--- src/rtl/mrpt_pkg.sv ---
// Shared types and constants for the memory reserve phase tracker.
// Used by the datapath, the controller and the top level; depends on nothing.
`default_nettype none

package mrpt_pkg;

  // Default widths of the sample and the sample counter.
  localparam int SAMPLE_BITS_DEF = 20;
  localparam int COUNT_BITS_DEF  = 20;

  // Fixed field widths.
  localparam int RESERVE_W = 24;
  localparam int BAND_W    = 20;
  localparam int GUARD_W   = 4;
  localparam int RUNLEN_W  = 8;
  localparam int WARMUP_W  = 20;
  localparam int EV_W      = 2;
  localparam int CFG_IDX_W = 2;
  localparam int CFG_DAT_W = 20;

  localparam logic [RESERVE_W-1:0] RESERVE_MAX = '1;

  // Register indexes of the configuration port.
  localparam logic [CFG_IDX_W-1:0] CFG_RESERVE_LIMIT  = 2'd0;
  localparam logic [CFG_IDX_W-1:0] CFG_GUARD_STEPS    = 2'd1;
  localparam logic [CFG_IDX_W-1:0] CFG_RUN_LENGTH     = 2'd2;
  localparam logic [CFG_IDX_W-1:0] CFG_WARMUP_SAMPLES = 2'd3;

  // Reset values of the registers.
  localparam logic [BAND_W-1:0]   LIMIT_RST  = 20'd1048575;
  localparam logic [GUARD_W-1:0]  GUARD_RST  = 4'd2;
  localparam logic [RUNLEN_W-1:0] RUNLEN_RST = 8'd5;
  localparam logic [WARMUP_W-1:0] WARMUP_RST = 20'd10;

  // Phase event and run direction codes.
  localparam logic [EV_W-1:0] EV_NONE = 2'd0;
  localparam logic [EV_W-1:0] EV_UP   = 2'd1;
  localparam logic [EV_W-1:0] EV_DOWN = 2'd2;

  // Divider operand selection.
  localparam logic [1:0] DIV_TSUM = 2'd0;
  localparam logic [1:0] DIV_TSQ  = 2'd1;
  localparam logic [1:0] DIV_RSUM = 2'd2;
  localparam logic [1:0] DIV_RSQ  = 2'd3;

  typedef struct packed {
    logic [BAND_W-1:0]   reserve_limit;
    logic [GUARD_W-1:0]  guard_steps;
    logic [RUNLEN_W-1:0] run_length;
    logic [WARMUP_W-1:0] warmup_samples;
  } cfg_t;

  // Commands from the controller to the datapath.
  typedef struct packed {
    logic       take;
    logic       div_go;
    logic [1:0] div_sel;
    logic       sqrt_go;
    logic       upd;
    logic       band;
    logic       run_fin;
    logic       emit;
  } cmd_t;

  // Status from the datapath to the controller.
  typedef struct packed {
    logic need_stats;
    logic warm;
    logic div_done;
    logic sqrt_done;
    logic run_hit;
    logic out_free;
  } sts_t;

endpackage

`default_nettype wire

--- src/rtl/mrpt_div.sv ---
// Restoring divider, one quotient bit per cycle.
// Used by the datapath; depends on nothing.
`default_nettype none

module mrpt_div #(
  parameter int DVD_W = 60,
  parameter int DVS_W = 20
) (
  input  logic             clk,
  input  logic             rst_n,
  input  logic             go,
  input  logic [DVD_W-1:0] dividend,
  input  logic [DVS_W-1:0] divisor,
  output logic [DVD_W-1:0] quo,
  output logic             done
);

  localparam int CNT_W = $clog2(DVD_W + 1);

  logic [DVD_W-1:0] sh_r;
  logic [DVS_W-1:0] rem_r;
  logic [DVS_W-1:0] dvs_r;
  logic [CNT_W-1:0] cnt_r;
  logic             busy_r;
  logic             done_r;

  logic [DVS_W:0] rem_sh;
  logic           ge;
  logic [DVS_W:0] rem_new;

  // One trial subtraction per cycle.
  always_comb begin
    rem_sh  = {rem_r, sh_r[DVD_W-1]};
    ge      = rem_sh >= {1'b0, dvs_r};
    rem_new = ge ? rem_sh - {1'b0, dvs_r} : rem_sh;
  end

  // Control of the iteration.
  always_ff @(posedge clk) begin
    if (!rst_n) begin
      busy_r <= 1'b0;
      done_r <= 1'b0;
      cnt_r  <= '0;
    end else if (go) begin
      busy_r <= 1'b1;
      done_r <= 1'b0;
      cnt_r  <= CNT_W'(DVD_W);
    end else if (busy_r) begin
      cnt_r <= cnt_r - 1'b1;
      if (cnt_r == CNT_W'(1)) begin
        busy_r <= 1'b0;
        done_r <= 1'b1;
      end
    end else begin
      done_r <= 1'b0;
    end
  end

  // Partial remainder and quotient shift register.
  always_ff @(posedge clk) begin
    if (go) begin
      sh_r  <= dividend;
      rem_r <= '0;
      dvs_r <= divisor;
    end else if (busy_r) begin
      sh_r  <= {sh_r[DVD_W-2:0], ge};
      rem_r <= rem_new[DVS_W-1:0];
    end
  end

  assign quo  = sh_r;
  assign done = done_r;

endmodule

`default_nettype wire

--- src/rtl/mrpt_sqrt.sv ---
// Digit-by-digit floor square root, one root bit per cycle.
// Used by the datapath; depends on nothing.
`default_nettype none

module mrpt_sqrt #(
  parameter int ROOT_W = 20
) (
  input  logic                clk,
  input  logic                rst_n,
  input  logic                go,
  input  logic [2*ROOT_W-1:0] op,
  output logic [ROOT_W-1:0]   root,
  output logic                done
);

  localparam int REM_W = ROOT_W + 2;
  localparam int CNT_W = $clog2(ROOT_W + 1);

  logic [2*ROOT_W-1:0] sh_r;
  logic [REM_W-1:0]    rem_r;
  logic [ROOT_W-1:0]   root_r;
  logic [CNT_W-1:0]    cnt_r;
  logic                busy_r;
  logic                done_r;

  logic [REM_W+1:0] rem_sh;
  logic [REM_W+1:0] trial;
  logic             ge;
  logic [REM_W+1:0] rem_new;

  // Bring down two bits and try root*4+1.
  always_comb begin
    rem_sh  = {rem_r, sh_r[2*ROOT_W-1:2*ROOT_W-2]};
    trial   = (REM_W+2)'({root_r, 2'b01});
    ge      = rem_sh >= trial;
    rem_new = ge ? rem_sh - trial : rem_sh;
  end

  // Control of the iteration.
  always_ff @(posedge clk) begin
    if (!rst_n) begin
      busy_r <= 1'b0;
      done_r <= 1'b0;
      cnt_r  <= '0;
    end else if (go) begin
      busy_r <= 1'b1;
      done_r <= 1'b0;
      cnt_r  <= CNT_W'(ROOT_W);
    end else if (busy_r) begin
      cnt_r <= cnt_r - 1'b1;
      if (cnt_r == CNT_W'(1)) begin
        busy_r <= 1'b0;
        done_r <= 1'b1;
      end
    end else begin
      done_r <= 1'b0;
    end
  end

  // Operand, remainder and root registers.
  always_ff @(posedge clk) begin
    if (go) begin
      sh_r   <= op;
      rem_r  <= '0;
      root_r <= '0;
    end else if (busy_r) begin
      sh_r   <= {sh_r[2*ROOT_W-3:0], 2'b00};
      rem_r  <= rem_new[REM_W-1:0];
      root_r <= {root_r[ROOT_W-2:0], ge};
    end
  end

  assign root = root_r;
  assign done = done_r;

endmodule

`default_nettype wire

--- src/rtl/mrpt_dp.sv ---
// Datapath: totals, statistics, bands, run tracking and the result register.
// Depends on mrpt_pkg, mrpt_div and mrpt_sqrt.
`default_nettype none

module mrpt_dp #(
  parameter int SAMPLE_BITS = 20,
  parameter int COUNT_BITS  = 20
) (
  input  logic                                 clk,
  input  logic                                 rst_n,
  input  mrpt_pkg::cfg_t                       cfg,
  input  mrpt_pkg::cmd_t                       cmd,
  output mrpt_pkg::sts_t                       sts,
  input  logic [SAMPLE_BITS-1:0]               sample,
  input  logic                                 out_ready,
  output logic                                 out_valid,
  output logic [mrpt_pkg::RESERVE_W-1:0]       reserve_mib,
  output logic [mrpt_pkg::BAND_W-1:0]          upper_band,
  output logic [mrpt_pkg::BAND_W-1:0]          lower_band,
  output logic [mrpt_pkg::EV_W-1:0]            phase_event,
  output logic                                 warming
);

  import mrpt_pkg::*;

  localparam int S      = SAMPLE_BITS;
  localparam int C      = COUNT_BITS;
  localparam int TSUM_W = S + C;
  localparam int TSQ_W  = (2 * S + C > 64) ? 64 : 2 * S + C;
  localparam int SQ_W   = 2 * S;
  localparam int RSUM_W = S + RUNLEN_W;
  localparam int RSQ_W  = 2 * S + RUNLEN_W;
  localparam int GD_W   = S + GUARD_W;
  localparam int BW     = (S + GUARD_W + 1 > RESERVE_W) ? S + GUARD_W + 1 : RESERVE_W;
  localparam int CMPW   = (C > WARMUP_W) ? C : WARMUP_W;
  localparam logic [C-1:0] CMAX = '1;
  localparam logic [BAND_W-1:0] BAND_MASK =
    (S >= BAND_W) ? '1 : BAND_W'((1 << S) - 1);

  // Item and statistics registers.
  logic [S-1:0]        x_r;
  logic [SQ_W-1:0]     xx_r;
  logic                warm_r;
  logic [TSUM_W-1:0]   tsum_r;
  logic [TSQ_W-1:0]    tsq_r;
  logic [C-1:0]        cnt_r;
  logic [RESERVE_W-1:0] reserve_r;
  logic [EV_W-1:0]     run_dir_r;
  logic [RUNLEN_W-1:0] run_len_r;
  logic [RSUM_W-1:0]   run_sum_r;
  logic [RSQ_W-1:0]    run_sq_r;
  logic [S-1:0]        run_peak_r;
  logic [S-1:0]        mean_r;
  logic [SQ_W-1:0]     msq_r;
  logic [SQ_W-1:0]     varq_r;
  logic [S-1:0]        dev_r;
  logic [GD_W-1:0]     gd_r;
  logic [BAND_W-1:0]   up_r;
  logic [BAND_W-1:0]   lo_r;
  logic [EV_W-1:0]     dir_r;
  logic [EV_W-1:0]     ev_r;
  logic [1:0]          div_sel_r;

  // Result register.
  logic                 out_valid_r;
  logic [RESERVE_W-1:0] out_res_r;
  logic [BAND_W-1:0]    out_up_r;
  logic [BAND_W-1:0]    out_lo_r;
  logic [EV_W-1:0]      out_ev_r;
  logic                 out_warm_r;

  logic               warm_now;
  logic [TSQ_W-1:0]   div_dvd;
  logic [C-1:0]       div_dvs;
  logic [TSQ_W-1:0]   div_quo;
  logic               div_done;
  logic [SQ_W-1:0]    var_diff;
  logic [S-1:0]       sq_root;
  logic               sq_done;

  logic [TSUM_W:0]    tsum_add;
  logic [TSQ_W:0]     tsq_add;

  logic [BW-1:0]       x_b, mean_b, gd_b, up_raw, up_cap, lim_b, lo_b;
  logic [BW-1:0]       res_add, fin_add;
  logic [GD_W-1:0]     run_gd;
  logic [EV_W-1:0]     dir;
  logic                same_dir;
  logic [RUNLEN_W-1:0] new_len;
  logic [RSUM_W-1:0]   new_sum;
  logic [RSQ_W-1:0]    new_sq;
  logic [S-1:0]        new_peak;
  logic                run_hit;

  // Warm-up test against the count held before this sample.
  assign warm_now = CMPW'(cnt_r) < CMPW'(cfg.warmup_samples);

  // Shared divider: operands chosen by the controller.
  always_comb begin
    unique case (cmd.div_sel)
      DIV_TSUM: div_dvd = TSQ_W'(tsum_r);
      DIV_TSQ:  div_dvd = tsq_r;
      DIV_RSUM: div_dvd = TSQ_W'(run_sum_r);
      DIV_RSQ:  div_dvd = TSQ_W'(run_sq_r);
      default:  div_dvd = '0;
    endcase
    div_dvs = (cmd.div_sel == DIV_TSUM || cmd.div_sel == DIV_TSQ) ?
              cnt_r : C'(run_len_r);
  end

  mrpt_div #(.DVD_W(TSQ_W), .DVS_W(C)) u_div (
    .clk      (clk),
    .rst_n    (rst_n),
    .go       (cmd.div_go),
    .dividend (div_dvd),
    .divisor  (div_dvs),
    .quo      (div_quo),
    .done     (div_done)
  );

  // Variance with negative values clamped to zero.
  assign var_diff = (varq_r > msq_r) ? varq_r - msq_r : '0;

  mrpt_sqrt #(.ROOT_W(S)) u_sqrt (
    .clk   (clk),
    .rst_n (rst_n),
    .go    (cmd.sqrt_go),
    .op    (var_diff),
    .root  (sq_root),
    .done  (sq_done)
  );

  // Saturating total updates.
  assign tsum_add = (TSUM_W+1)'(tsum_r) + (TSUM_W+1)'(x_r);
  assign tsq_add  = (TSQ_W+1)'(tsq_r) + (TSQ_W+1)'(xx_r);

  // Bands, direction and the next run values.
  always_comb begin
    x_b      = BW'(x_r);
    mean_b   = BW'(mean_r);
    gd_b     = BW'(gd_r);
    lim_b    = BW'(cfg.reserve_limit);
    up_raw   = mean_b + gd_b;
    up_cap   = (up_raw > lim_b) ? lim_b : up_raw;
    lo_b     = (mean_b > gd_b) ? mean_b - gd_b : '0;
    if (x_b > up_cap) begin
      dir = EV_UP;
    end else if (x_b < lo_b) begin
      dir = EV_DOWN;
    end else begin
      dir = EV_NONE;
    end
    same_dir = run_dir_r == dir;
    new_len  = (same_dir ? run_len_r : '0) + 1'b1;
    new_sum  = (same_dir ? run_sum_r : '0) + RSUM_W'(x_r);
    new_sq   = (same_dir ? run_sq_r : '0) + RSQ_W'(xx_r);
    new_peak = (same_dir && run_peak_r > x_r) ? run_peak_r : x_r;
    run_hit  = (dir != EV_NONE) && (new_len >= cfg.run_length);
    res_add  = x_b + gd_b;
    run_gd   = GD_W'(cfg.guard_steps) * GD_W'(dev_r);
    fin_add  = BW'(run_peak_r) + BW'(run_gd);
  end

  // Statistics and run state.
  always_ff @(posedge clk) begin
    if (!rst_n) begin
      tsum_r     <= '0;
      tsq_r      <= '0;
      cnt_r      <= '0;
      reserve_r  <= RESERVE_W'(LIMIT_RST);
      run_dir_r  <= EV_NONE;
      run_len_r  <= '0;
      run_sum_r  <= '0;
      run_sq_r   <= '0;
      run_peak_r <= '0;
    end else begin
      if (cmd.upd && cnt_r != CMAX) begin
        tsum_r <= tsum_add[TSUM_W] ? '1 : tsum_add[TSUM_W-1:0];
        tsq_r  <= tsq_add[TSQ_W] ? '1 : tsq_add[TSQ_W-1:0];
        cnt_r  <= cnt_r + 1'b1;
      end
      if (cmd.band) begin
        if (x_b >= BW'(reserve_r)) begin
          reserve_r <= (res_add > BW'(RESERVE_MAX)) ? RESERVE_MAX : res_add[RESERVE_W-1:0];
        end
        if (dir == EV_NONE) begin
          run_dir_r  <= EV_NONE;
          run_len_r  <= '0;
          run_sum_r  <= '0;
          run_sq_r   <= '0;
          run_peak_r <= '0;
        end else begin
          run_dir_r  <= dir;
          run_len_r  <= new_len;
          run_sum_r  <= new_sum;
          run_sq_r   <= new_sq;
          run_peak_r <= new_peak;
        end
      end else if (cmd.run_fin) begin
        reserve_r  <= (fin_add > BW'(RESERVE_MAX)) ? RESERVE_MAX : fin_add[RESERVE_W-1:0];
        run_dir_r  <= EV_NONE;
        run_len_r  <= '0;
        run_sum_r  <= '0;
        run_sq_r   <= '0;
        run_peak_r <= '0;
      end
    end
  end

  // Per-item working registers.
  always_ff @(posedge clk) begin
    msq_r <= mean_r * mean_r;
    if (cmd.take) begin
      x_r    <= sample;
      xx_r   <= SQ_W'(sample) * SQ_W'(sample);
      warm_r <= warm_now;
      mean_r <= '0;
      dev_r  <= '0;
      up_r   <= '0;
      lo_r   <= '0;
      ev_r   <= EV_NONE;
    end else begin
      if (div_done) begin
        if (div_sel_r == DIV_TSUM || div_sel_r == DIV_RSUM) begin
          mean_r <= div_quo[S-1:0];
        end else begin
          varq_r <= div_quo[SQ_W-1:0];
        end
      end
      if (sq_done) begin
        dev_r <= sq_root;
      end
      if (cmd.upd) begin
        gd_r <= GD_W'(cfg.guard_steps) * GD_W'(dev_r);
      end
      if (cmd.band) begin
        up_r  <= up_cap[BAND_W-1:0] & BAND_MASK;
        lo_r  <= lo_b[BAND_W-1:0] & BAND_MASK;
        dir_r <= dir;
      end
      if (cmd.run_fin) begin
        ev_r <= dir_r;
      end
    end
    if (cmd.div_go) begin
      div_sel_r <= cmd.div_sel;
    end
  end

  // Result register: a finished result waits here for the consumer.
  always_ff @(posedge clk) begin
    if (!rst_n) begin
      out_valid_r <= 1'b0;
    end else if (cmd.emit) begin
      out_valid_r <= 1'b1;
    end else if (out_ready) begin
      out_valid_r <= 1'b0;
    end
    if (cmd.emit) begin
      out_res_r  <= reserve_r;
      out_up_r   <= up_r;
      out_lo_r   <= lo_r;
      out_ev_r   <= ev_r;
      out_warm_r <= warm_r;
    end
  end

  // Status toward the controller.
  always_comb begin
    sts.need_stats = !warm_now && cnt_r != '0;
    sts.warm       = warm_r;
    sts.div_done   = div_done;
    sts.sqrt_done  = sq_done;
    sts.run_hit    = run_hit;
    sts.out_free   = !out_valid_r || out_ready;
  end

  assign out_valid   = out_valid_r;
  assign reserve_mib = out_res_r;
  assign upper_band  = out_up_r;
  assign lower_band  = out_lo_r;
  assign phase_event = out_ev_r;
  assign warming     = out_warm_r;

endmodule

`default_nettype wire

--- src/rtl/mrpt_ctrl.sv ---
// Controller state machine sequencing one sample through the datapath.
// Depends on mrpt_pkg.
`default_nettype none

module mrpt_ctrl (
  input  logic           clk,
  input  logic           rst_n,
  input  logic           in_valid,
  output logic           in_ready,
  input  mrpt_pkg::sts_t sts,
  output mrpt_pkg::cmd_t cmd
);

  import mrpt_pkg::*;

  localparam logic [3:0] ST_IDLE     = 4'd0;
  localparam logic [3:0] ST_W_MEAN   = 4'd1;
  localparam logic [3:0] ST_W_VARQ   = 4'd2;
  localparam logic [3:0] ST_SQRT_GO  = 4'd3;
  localparam logic [3:0] ST_W_DEV    = 4'd4;
  localparam logic [3:0] ST_UPD      = 4'd5;
  localparam logic [3:0] ST_BAND     = 4'd6;
  localparam logic [3:0] ST_RUN_GO   = 4'd7;
  localparam logic [3:0] ST_W_RMEAN  = 4'd8;
  localparam logic [3:0] ST_W_RVARQ  = 4'd9;
  localparam logic [3:0] ST_RSQRT_GO = 4'd10;
  localparam logic [3:0] ST_W_RDEV   = 4'd11;
  localparam logic [3:0] ST_RFIN     = 4'd12;
  localparam logic [3:0] ST_DONE     = 4'd13;

  logic [3:0] state_r;
  logic [3:0] state_nxt;

  assign in_ready = state_r == ST_IDLE;

  // Next state and commands.
  always_comb begin
    state_nxt = state_r;
    cmd       = '0;
    unique case (state_r)
      ST_IDLE: begin
        if (in_valid) begin
          cmd.take = 1'b1;
          if (sts.need_stats) begin
            cmd.div_go  = 1'b1;
            cmd.div_sel = DIV_TSUM;
            state_nxt   = ST_W_MEAN;
          end else begin
            state_nxt = ST_UPD;
          end
        end
      end
      ST_W_MEAN: begin
        if (sts.div_done) begin
          cmd.div_go  = 1'b1;
          cmd.div_sel = DIV_TSQ;
          state_nxt   = ST_W_VARQ;
        end
      end
      ST_W_VARQ: begin
        if (sts.div_done) begin
          state_nxt = ST_SQRT_GO;
        end
      end
      ST_SQRT_GO: begin
        cmd.sqrt_go = 1'b1;
        state_nxt   = ST_W_DEV;
      end
      ST_W_DEV: begin
        if (sts.sqrt_done) begin
          state_nxt = ST_UPD;
        end
      end
      ST_UPD: begin
        cmd.upd   = 1'b1;
        state_nxt = sts.warm ? ST_DONE : ST_BAND;
      end
      ST_BAND: begin
        cmd.band  = 1'b1;
        state_nxt = sts.run_hit ? ST_RUN_GO : ST_DONE;
      end
      ST_RUN_GO: begin
        cmd.div_go  = 1'b1;
        cmd.div_sel = DIV_RSUM;
        state_nxt   = ST_W_RMEAN;
      end
      ST_W_RMEAN: begin
        if (sts.div_done) begin
          cmd.div_go  = 1'b1;
          cmd.div_sel = DIV_RSQ;
          state_nxt   = ST_W_RVARQ;
        end
      end
      ST_W_RVARQ: begin
        if (sts.div_done) begin
          state_nxt = ST_RSQRT_GO;
        end
      end
      ST_RSQRT_GO: begin
        cmd.sqrt_go = 1'b1;
        state_nxt   = ST_W_RDEV;
      end
      ST_W_RDEV: begin
        if (sts.sqrt_done) begin
          state_nxt = ST_RFIN;
        end
      end
      ST_RFIN: begin
        cmd.run_fin = 1'b1;
        state_nxt   = ST_DONE;
      end
      ST_DONE: begin
        if (sts.out_free) begin
          cmd.emit  = 1'b1;
          state_nxt = ST_IDLE;
        end
      end
      default: begin
        state_nxt = ST_IDLE;
      end
    endcase
  end

  always_ff @(posedge clk) begin
    if (!rst_n) begin
      state_r <= ST_IDLE;
    end else begin
      state_r <= state_nxt;
    end
  end

endmodule

`default_nettype wire

--- src/rtl/memory_reserve_phase_tracker_core.sv ---
// Top level of the memory reserve phase tracker: configuration registers,
// controller and datapath. Depends on mrpt_pkg, mrpt_ctrl and mrpt_dp.
`default_nettype none

// One memory-use sample enters per in_ beat and yields exactly one result beat.
// Warm-up samples and a sample after warm-up with empty totals skip the
// statistics. Any other sample after warm-up runs the mean and mean-square
// divisions on the shared bit-serial divider, TSQ bits wide, where TSQ is
// min(2*SAMPLE_BITS + COUNT_BITS, 64), one bit per cycle, and the square root
// unit produces one root bit per cycle. A sample that completes a run adds a
// second pass of the same units.
// One sample is in work at a time; the next is taken while the previous
// result still waits in the output register. The user must write
// configuration only while the block is idle; the block itself does not
// enforce it. cfg_ready is always high.
module memory_reserve_phase_tracker_core #(
  parameter int SAMPLE_BITS = mrpt_pkg::SAMPLE_BITS_DEF,
  parameter int COUNT_BITS  = mrpt_pkg::COUNT_BITS_DEF
) (
  input  logic                                 clk,
  input  logic                                 rst_n,
  // sample_mib, zero padded to whole bytes
  input  logic                                 in_tvalid,
  output logic                                 in_tready,
  input  logic [((SAMPLE_BITS+7)/8)*8-1:0]     in_tdata,
  // reserve_mib [23:0], upper_band [43:24], lower_band [63:44]
  output logic                                 out_tvalid,
  input  logic                                 out_tready,
  output logic [63:0]                          out_tdata,
  // phase_event [1:0], warming [2]
  output logic [2:0]                           out_tuser,
  input  logic                                 cfg_valid,
  output logic                                 cfg_ready,
  input  logic [mrpt_pkg::CFG_IDX_W-1:0]       cfg_index,
  input  logic [mrpt_pkg::CFG_DAT_W-1:0]       cfg_data
);

  import mrpt_pkg::*;

  logic [BAND_W-1:0]   limit_r;
  logic [GUARD_W-1:0]  guard_r;
  logic [RUNLEN_W-1:0] runlen_r;
  logic [WARMUP_W-1:0] warmup_r;

  cfg_t cfg;
  cmd_t cmd;
  sts_t sts;

  logic [RESERVE_W-1:0] reserve_mib;
  logic [BAND_W-1:0]    upper_band;
  logic [BAND_W-1:0]    lower_band;
  logic [EV_W-1:0]      phase_event;
  logic                 warming;

  assign cfg_ready = 1'b1;

  // Configuration register file.
  always_ff @(posedge clk) begin
    if (!rst_n) begin
      limit_r  <= LIMIT_RST;
      guard_r  <= GUARD_RST;
      runlen_r <= RUNLEN_RST;
      warmup_r <= WARMUP_RST;
    end else if (cfg_valid) begin
      unique case (cfg_index)
        CFG_RESERVE_LIMIT:  limit_r  <= cfg_data[BAND_W-1:0];
        CFG_GUARD_STEPS:    guard_r  <= cfg_data[GUARD_W-1:0];
        CFG_RUN_LENGTH:     runlen_r <= cfg_data[RUNLEN_W-1:0];
        CFG_WARMUP_SAMPLES: warmup_r <= cfg_data[WARMUP_W-1:0];
        default: begin
        end
      endcase
    end
  end

  always_comb begin
    cfg.reserve_limit  = limit_r;
    cfg.guard_steps    = guard_r;
    cfg.run_length     = runlen_r;
    cfg.warmup_samples = warmup_r;
  end

  mrpt_ctrl u_ctrl (
    .clk      (clk),
    .rst_n    (rst_n),
    .in_valid (in_tvalid),
    .in_ready (in_tready),
    .sts      (sts),
    .cmd      (cmd)
  );

  mrpt_dp #(
    .SAMPLE_BITS (SAMPLE_BITS),
    .COUNT_BITS  (COUNT_BITS)
  ) u_dp (
    .clk         (clk),
    .rst_n       (rst_n),
    .cfg         (cfg),
    .cmd         (cmd),
    .sts         (sts),
    .sample      (in_tdata[SAMPLE_BITS-1:0]),
    .out_ready   (out_tready),
    .out_valid   (out_tvalid),
    .reserve_mib (reserve_mib),
    .upper_band  (upper_band),
    .lower_band  (lower_band),
    .phase_event (phase_event),
    .warming     (warming)
  );

  // Result beat packing.
  assign out_tdata = {lower_band, upper_band, reserve_mib};
  assign out_tuser = {warming, phase_event};

endmodule

`default_nettype wire
--- config.mk ---
export PLATFORM = sky130hd
export DESIGN_NAME = memory_reserve_phase_tracker_core
export DESIGN_NICKNAME = d
export VERILOG_FILES = /design/src/rtl/mrpt_pkg.sv /design/src/rtl/mrpt_div.sv /design/src/rtl/mrpt_sqrt.sv /design/src/rtl/mrpt_dp.sv /design/src/rtl/mrpt_ctrl.sv /design/src/rtl/memory_reserve_phase_tracker_core.sv
export SDC_FILE = /design/constraint.sdc
export NUM_CORES = 2
export LEC_CHECK = 0
export ABC_AREA = 1
export BUFFER_PORTS_ARGS = -buffer_cell sky130_fd_sc_hd__buf_2
export CAP_MARGIN = 25
export CORE_MARGIN = 4
export CORE_UTILIZATION = 40
export DETAILED_ROUTE_END_ITERATION = 16
export PLACE_DENSITY = 0.65
export SLEW_MARGIN = 0
export SYNTH_ARGS = -nofsm -noshare
export SYNTH_HDL_FRONTEND = slang
export SYNTH_SLANG_ARGS = --single-unit
--- constraint.sdc ---
create_clock -name clk -period 15.15 [get_ports clk]
set_clock_uncertainty 0.05 [all_clocks]
set_input_delay 1.515 -clock clk [delete_from_list [all_inputs] [get_ports clk]]
set_output_delay 1.515 -clock clk [all_outputs]
set_load 0.01 [all_outputs]
==> results by group <==
CTS
  • PostCTS Resize Cnt: 0
  • Cts bufs inserted: 88
  • CTS root buffer: clkbuf_16
  • Postcts setup bufs: 0
  • Clock sink count: about 820
  • TritonCTS clock tree: done
  • H-tree level count: 3
  • Clk slew on worst S/H paths: ~0.060 ns
  • Clk buf depth: 3
  • Hold Buf Count CTS: 0
  • Clk_lat worst skew: roughly 0.73 ns

Synthesis
  • EDFF count, synth: 313
  • FFs w/ async S/R, synth: 0%
  • Ys flop type: dfxtp_1
  • Sequential share of the synthesized area: 26.4%
  • Synth Net Count: about 11000
  • Synth Instances: 9225
  • Post-Synth Simple-Gate Area: 15.6%
  • Post-synthesis xor/xnor area fraction: around 4.2%
  • Number of synthesized register bits: approximately 820
  • Ys Warns: 0
  • Netlist cell types: between 70 and 80
  • Mean Syn Cell Area: roughly 8 um2
  • Post-synthesis mux area share: less than 1%
  • Compound-gate portion of the synthesized area: between 10% and 20%
  • Post-Syn Area: 0.0738 mm2
  • Main combinational cell family by area after synthesis: adder cells
  • Adder-cell share of the synthesized area: around 29%

Timing
  • Least-Margin Pin Slew: roughly 1 ns
  • Setup TNS: 0 ns
  • Fmax achieved: 0.0870 GHz
  • Period utilization: 75.8%
  • Final Max Tran Viols: 0
  • Finish-stage setup viols: 0
  • Fin. Hold Viols: 0
  • Final min period: 11.49 ns
  • Slew headroom: 31.7%
  • RSZ-0062 raised after global routing: false

Global route
  • First-pass GRT wire length: 335000 um
  • Largest net degree at the start of global routing: 86
  • Initial antenna violation count: 1
  • Overflow after GRT: 0
  • Vias in the first global route: approximately 61000
  • Total track usage: between 20% and 30%

Cells and area
  • Ratio of cells with drive above 1 in the final layout: 5.48%
  • Fin nets: between 10000 and 15000
  • Multi-input gate area: ~0.046 mm2
  • Seq. cell area: roughly 0.020 mm2
  • Synthesis-to-layout area growth: 8.22%
  • Filler cells: ~18000

Job
  • Maxcap violations: 0

Pwr
  • Sw Share: between 40% and 50%
  • Power per cell area: 146 mW/mm2
  • Power, Total: 11700 uW
  • Leakage: between 0.04 and 0.05 uW
  • Clock Power Share: 19.3%
  • Max rail drop VDD: around 0.24 mV
  • Flop pwr share: 26.2%
  • Internal: around 6500 uW
  • Sw Pwr: between 5000 and 6000 uW
  • Combinational power share: a little over half

Floorplanning
  • Core footprint: roughly 0.18 mm2
  • Starting Density: approximately 40%
  • Die height: around 440 um
  • # rows: 157
  • I/O pin cnt: 121
  • Chip width: approximately 440 um
  • Die area: 0.191 mm2

Worst setup path
  • CP max FO: 34
  • CP max-delay cell: nand2_1
  • WP data required: approximately 16 ns
  • CP arrival: approximately 12 ns
  • CP startpoint kind: flip-flop
  • Most used cell, CP: nand2_1
  • WS Path Type: flip-flop to flip-flop
  • Crit-path max cell delay: just under 0.7 ns
  • Critical path endpoint category: flip-flop

Detailed routing
  • Drt via density: 5.18
  • DRC: 0
  • Routed length per instance: roughly 18 um
  • Final WL: between 200000 and 250000 um
  • First-pass iteration count of the detailed router: 6
  • Initial DRC Count: 4231
  • Final ANT Viol Nets: 0
  • Via count: about 61000

Placement
  • IO buf count: between 100 and 150
  • Dpl hpwl: between 150000 and 200000 um
  • GP Congestion: 0.955

Min path
  • Worst Hold Class: flip-flop to flip-flop

Outcome
  • Outcome: finished clean
state kept, by name, indices dropped and copies added, names as in the netlist, 24 cells and up:
register,flops
u_dp.tsq_r,60
u_dp.u_div.quo,60
u_dp.run_sq_r,48
u_dp.tsum_r,40
u_dp.u_sqrt.sh_r,40
u_dp.varq_r,40
u_dp.msq_r,39
u_dp.xx_r,39
u_dp.run_sum_r,28
u_dp.gd_r,24
u_dp.reserve_mib,24
u_dp.reserve_r,24
worst max-delay path: cells and delay by family (launching register included):
family,cells,cell delay (ns)
xor gates and xnor gates,2,0.70
and+or+nand+nor,30,4.56
adders and majority gates,6,1.90
AOI/OAI and AO/OA,18,3.55
buffers and inverters,2,0.16
DFF,1,0.44
placed cells by master, fill, tap and decap left out, types with 233 or more instances in the layout:
master and count:
a21oi_1 790, ha_1 737, dfxtp_1 505, o21ai_0 472, inv_1 1881, nand3_1 233, edfxtp_1 313, nor2_1 498
nand2_1 1716, fa_1 603
cells in the mapped netlist (22+ instances only):
cell / count / area (um2)
a221oi_1: 33 / 289
o22ai_1: 86 / 538
a31oi_1: 73 / 457
mux2_2: 37 / 417
buf_2: 29 / 145
o211ai_1: 45 / 338
nor4_1: 34 / 213
buf_1: 29 / 109
fa_1: 603 / 12100
o21ai_0: 472 / 2360
nand2_1: 1719 / 6450
ha_1: 737 / 9220
inv_1: 1886 / 7080
or2_2: 22 / 138
nor3_1: 73 / 365
and2_1: 23 / 144
nand3_1: 233 / 1170
nor2_1: 502 / 1880
a21oi_1: 791 / 3960
xor2_1: 208 / 1820
edfxtp_1: 313 / 9400
clkbuf_1: 213 / 800
o21ai_1: 50 / 250
xnor2_1: 142 / 1240
nand4_1: 62 / 388
dfxtp_1: 505 / 10100
per-layer routing:
layer / share of wire, % / GRT usage (%) / vias up
li1: - / - / 29500
met5: 0 / 0 / -
met1: 42 / 27.6 / 29400
met4: 5.5 / 10.8 / 0
met2: 48 / 38.3 / 1557
met3: 4.7 / 2.15 / 404
stage by stage:
step	instances	hold slack (ns)	cell area (um2)	utilization, %	setup WS (ns)
final	11800	0.375	79900	43.6	3.66
after global routing	11800	0.388	79900	43.6	2.54
after CTS	11800	0.378	79900	43.6	3.74
after detailed placement	11600	0.361	76900	41.9	3.80
after global placement	11600	0.361	76900	41.9	3.75
after floorplan	9225	0.327	73800	-	6.42
cells by family after synthesis:
kind of cell | count (synthesis)
other | 1
muxes | 37
DFF | 818
xor gates and xnor gates | 351
AOI/OAI and AO/OA | 1728
buffers and inverters | 2192
adders and majority gates | 1340
and+or+nand+nor | 2758
power by group through the flow:
stage	combinational, uW	sequential, uW	clock [uW]
final	6370	3060	2260
after global routing	7290	3070	2390
after CTS	6430	3050	2310
after detailed placement	6370	3100	0
after global placement	6280	3100	0
after floorplan	4910	2980	0
final cells by class:
cell class	count	area share [%]
Sequential cell	818	24.4
Inverter	1905	8.96
Multi-Input combinational cell	6215	57.6
Clock inverter	45	0.611
Antenna cell	1	0.00313
Timing Repair Buffer	185	1.38
Tap cell	2464	3.86
Clock buffer	121	3.15
final timing paths:
path	from	end	slack, ns	cells past startpoint
max	u_dp.gd_r[0]	u_dp.run_sq_r[46]	3.66	58
min reg2reg	u_dp.lo_r[17]	u_dp.lower_band[17]	0.38	0
min	u_dp.lo_r[17]	u_dp.lower_band[17]	0.38	0
max reg2reg	u_dp.gd_r[0]	u_dp.run_sq_r[46]	3.66	58
No activity file was read; power rests on OpenSTA's default activity.
